[src/rtl/core/cat_pkg.sv]
// ----------------------------------------------------------------------------
// cat_pkg
// Shared constants and controller/datapath interface types for the
// cumulative acknowledgement tracker.
// ----------------------------------------------------------------------------
package cat_pkg;

  localparam int NumConnDefault      = 16;
  localparam int PendingDepthDefault = 8;

  localparam int ConnIdW   = 4;
  localparam int SeqW      = 32;
  localparam int TimeoutW  = 16;

  localparam logic [TimeoutW-1:0] TimeoutReset = 16'd240;

  localparam logic OpPacket = 1'b0;
  localparam logic OpTick   = 1'b1;

  // Commands from the controller to the datapath.
  typedef struct packed {
    logic load;
    logic init;
    logic conf;
    logic merge;
    logic commit;
    logic tick;
    logic out_load;
  } cmd_t;

  // Status from the datapath to the controller.
  typedef struct packed {
    logic is_tick;
    logic in_range;
    logic merge_done;
    logic tick_last;
    logic out_free;
  } status_t;

endpackage

[src/rtl/core/cat_ctrl.sv]
// ----------------------------------------------------------------------------
// cat_ctrl
// Sequencing state machine of the acknowledgement tracker.
// ----------------------------------------------------------------------------
module cat_ctrl
  import cat_pkg::*;
(
  input  logic    clk_i,
  input  logic    rst_ni,
  input  logic    in_valid_i,
  output logic    in_stall_o,
  input  status_t sts_i,
  output cmd_t    cmd_o
);

  typedef enum logic [2:0] {
    StIdle,
    StInit,
    StConf,
    StMerge,
    StCommit,
    StOutWait,
    StTick
  } state_e;

  state_e state_q, state_d;

  always_comb begin
    state_d = state_q;
    cmd_o   = '0;
    unique case (state_q)
      StIdle: begin
        cmd_o.load = in_valid_i;
        if (in_valid_i) state_d = StInit;
      end
      StInit: begin
        cmd_o.init = 1'b1;
        if (sts_i.is_tick)       state_d = StTick;
        else if (!sts_i.in_range) state_d = StIdle;
        else                      state_d = StConf;
      end
      StConf: begin
        cmd_o.conf = 1'b1;
        state_d    = StMerge;
      end
      StMerge: begin
        cmd_o.merge = 1'b1;
        if (sts_i.merge_done) state_d = StCommit;
      end
      StCommit: begin
        cmd_o.commit   = 1'b1;
        cmd_o.out_load = sts_i.out_free;
        state_d        = sts_i.out_free ? StIdle : StOutWait;
      end
      StOutWait: begin
        cmd_o.out_load = sts_i.out_free;
        if (sts_i.out_free) state_d = StIdle;
      end
      StTick: begin
        cmd_o.tick = 1'b1;
        if (sts_i.tick_last) state_d = StIdle;
      end
      default: state_d = StIdle;
    endcase
  end

  always_ff @(posedge clk_i or negedge rst_ni) begin
    if (!rst_ni) begin
      state_q <= StIdle;
    end else begin
      state_q <= state_d;
    end
  end

  assign in_stall_o = (state_q != StIdle);

endmodule

[config.mk]
export PLATFORM = sky130hd
export DESIGN_NAME = cat_ctrl
export DESIGN_NICKNAME = d
export VERILOG_FILES = /design/src/rtl/core/cat_pkg.sv /design/src/rtl/core/cat_ctrl.sv
export SDC_FILE = /design/constraint.sdc
export NUM_CORES = 1
export LEC_CHECK = 0
export BUFFER_PORTS_ARGS = -buffer_cell sky130_fd_sc_hd__buf_2
export CORE_AREA = 2 2 39 41
export DETAILED_ROUTE_END_ITERATION = 16
export DIE_AREA = 0 0 41 43
export SLEW_MARGIN = 20
export SYNTH_ARGS = -nofsm -noshare
export SYNTH_HDL_FRONTEND = slang
export SYNTH_SLANG_ARGS = --single-unit
[constraint.sdc]
create_clock -name clk_i -period 1.4 [get_ports clk_i]
set_input_delay 0 -clock clk_i [delete_from_list [all_inputs] [get_ports clk_i]]
set_output_delay 0 -clock clk_i [all_outputs]
set_load 0.03 [all_outputs]
==> results.toml <==
[worst_hold_path]
hold_start = "sts_i[3]"
hold_path.class = "input pin to flip-flop"

[timing]
max_freq_mhz = 741.4
setup_violations = 0
fin_crit_ps = 1349
skew_ps = 1.128
finalHoldViolCount = 0
worst_pin_slew_ps = 176.0
drv_slew = 0
finalCritPeriodShare_pct = 96.35
relSlewSlack_pct = 88.14
tns_ps = 0
whs_ps = 15.11

[clocking]
cts_buffers = 3
clock_path_buffers = 2
cts.sinks = 3
root_buffer = "clkbuf_4"
clk_pin_slew_ps = 40
cts_tree = "built"
clk_latency_ps = 230
htreeDepth = 1

[worst_setup_path]
critical_path.endpoint = "cmd_o[6]"
ff2ff_setup_slack_ps = 70
r2r-start = "state_q[2]"
r2r_end = "state_q[2]"
r2r_cells = 4
worst_path_most_repeated_cell = "buf_6"
critical_path.startpoint_type = "flip-flop"
path_max_fanout = 4
slowest_stage = "dfrtp_1"
worstPathArrival_ps = 1350
worstPathRequired_ps = 1400
critPathMaxStageDelay_ps = 400
path_cells = "buf_6 -> or3_4 -> nor2_4 -> buf_6"
criticalPathCategory = "flip-flop to primary output"
critPathLaunch = "state_q[2]"
end_kind = "primary output"

[die]
die_h_um = 43
io_pins = 16
core_area_sq_mm = 0.001384
die-area_sq_mm = 0.001763
initial_utilization_pct = 21.97
die_w_um = 41
std_cell_rows = 14

[logic_synthesis]
synth_edf_count = 0
yosysWarningCount = 0
ys_seq_elements = 3
synth_area_per_cell_sq_um = 8.446
yosys.area.top_type = "dfrtp_1"
yosysTopAreaCellShare_pct = 24.69
yosys_most_used_dff = "dfrtp_1"
synthArstFlopShare_pct = 100.0
yosys-top-cells-count = "7 x nor2_1, 3 x dfrtp_1, 3 x inv_1"
ys_types = 21
seq_area_frac_synth_pct = 24.69
syn_nets = 44
syn_area_sq_um = 304.0
synth_most_common_cell = "nor2_1"
postSynthCellCount = 36
yosys-top-cells-area = "dfrtp_1 25%, nor2_1 8.6%, o221ai_4 8.6%, o21ai_2 5.8%, mux2_4 4.9%"

[layout]
fin_cells = 74
antenna_cells = 0
syn2layout_area_growth_pct = 58.44
nets = 67
reg.largest.list = "state_q: 3 flops"
post-route-util_pct = 34.81
top_register = "state_q"
layout-drive-gt1-share_pct = 56.90
largest_reg_flops = 3

[power_and_ir_drop]
power_density_mw_per_mm2 = 2469
total_leakage_power_nw = 0.2329
power_mw = 1.189
ir_drop_mv = 1.019

[global_route]
grt_use_total_pct = 10.66
antenna_found_initial = 0
grt_pass1_wl_um = 1207
grt_pass1_vias = 281
grt.overflow.total = 0
grt_max_degree = 10

[flow_run]
cap_violations = 0

[placement]
place_congestion = 0.7281
numPlacedInstances = 67
place_hpwl_um = 561.3
portBuffers = 15

[drt]
vias = 320
drc_errors = 0
ant_nets = 0
firstDrtPassIters = 2
avgRoutedWirePerCell_um = 9.676
drt-initial-drc-count = 4
via_per_inst = 4.324
wirelength_um = 716

[run_status]
outcome = "finished clean"
[worst max-delay path, delay by kind of cell, from the launching register on]
kind	cells	cell delay, ps
flops	1	400
simple gates	2	450
buf+inv	2	270
[repair_timing]
action	in CTS	in global routing
setup endpoints to repair	2	2
pin swaps	0	2
setup buffers	1	1
gates resized for setup	2	4
hold endpoints to repair	3	0
hold buffers	1	0
[worst min-delay path by stage]
stage | to | depth (start not counted)
2_1_floorplan | state_q[0] | 0
3_3_place_gp | state_q[0] | 1
3_5_place_dp | state_q[2] | 1
4_1_cts | state_q[1] | 3
5_1_grt | state_q[1] | 3
6_report | state_q[1] | 3
[through the flow]
stage	cell area (sq um)	setup WS, ps
final	481.7	51.12
after global routing	481.7	-2.839
after CTS	456.7	19.12
after detailed placement	409.1	34.91
after global placement	409.1	58.10
after floorplan	315.3	13.87
[per-layer routing]
metal,global-route usage [%],routed length (um),vias to the layer above,share of wire (%)
met5,0,0,-,0
met4,8.000,0,0,0
met3,4.712,43,0,6.0
met2,13.75,332,12,46
met1,13.27,339,139,47
li1,-,-,169,-
[cells in the final DEF (no fill, tap or decap), types with 2 or more instances in the layout]
master,count
buf_2,14
buf_4,4
o21ai_2,2
inv_1,3
o21ai_0,2
nor2_1,5
nand2_1,2
clkbuf_4,3
buf_6,2
nand2b_1,2
dfrtp_1,2
[layout make-up]
cell class / instances / area [sq um]
Clock buffer: 4 / 26.28
Fill cell: 152 / 902.1
Inverter: 3 / 11.26
Multi-Input combinational cell: 27 / 215.2
Sequential cell: 3 / 76.32
Tap cell: 16 / 20.02
Timing Repair Buffer: 21 / 132.6
[power breakdown]
group / leakage (nW) / internal, mW / total (mW) / switching, mW
combinational: 0.182 / 0.381 / 0.866 / 0.485
sequential: 0.0361 / 0.132 / 0.173 / 0.0406
clock: 0.0150 / 0.107 / 0.151 / 0.0441
total: 0.233 / 0.620 / 1.19 / 0.570
[logic make-up after synthesis]
| logic type | Yosys count | synth area share, % |
|---|---|---|
| multiplexers | 1 | 4.937 |
| AND/OR/NAND/NOR | 17 | 32.10 |
| AO/OA/AOI/OAI | 9 | 26.75 |
| flip-flops | 3 | 24.69 |
| buffers and inverters | 6 | 11.52 |
No activity file was read; power rests on OpenSTA's default activity.
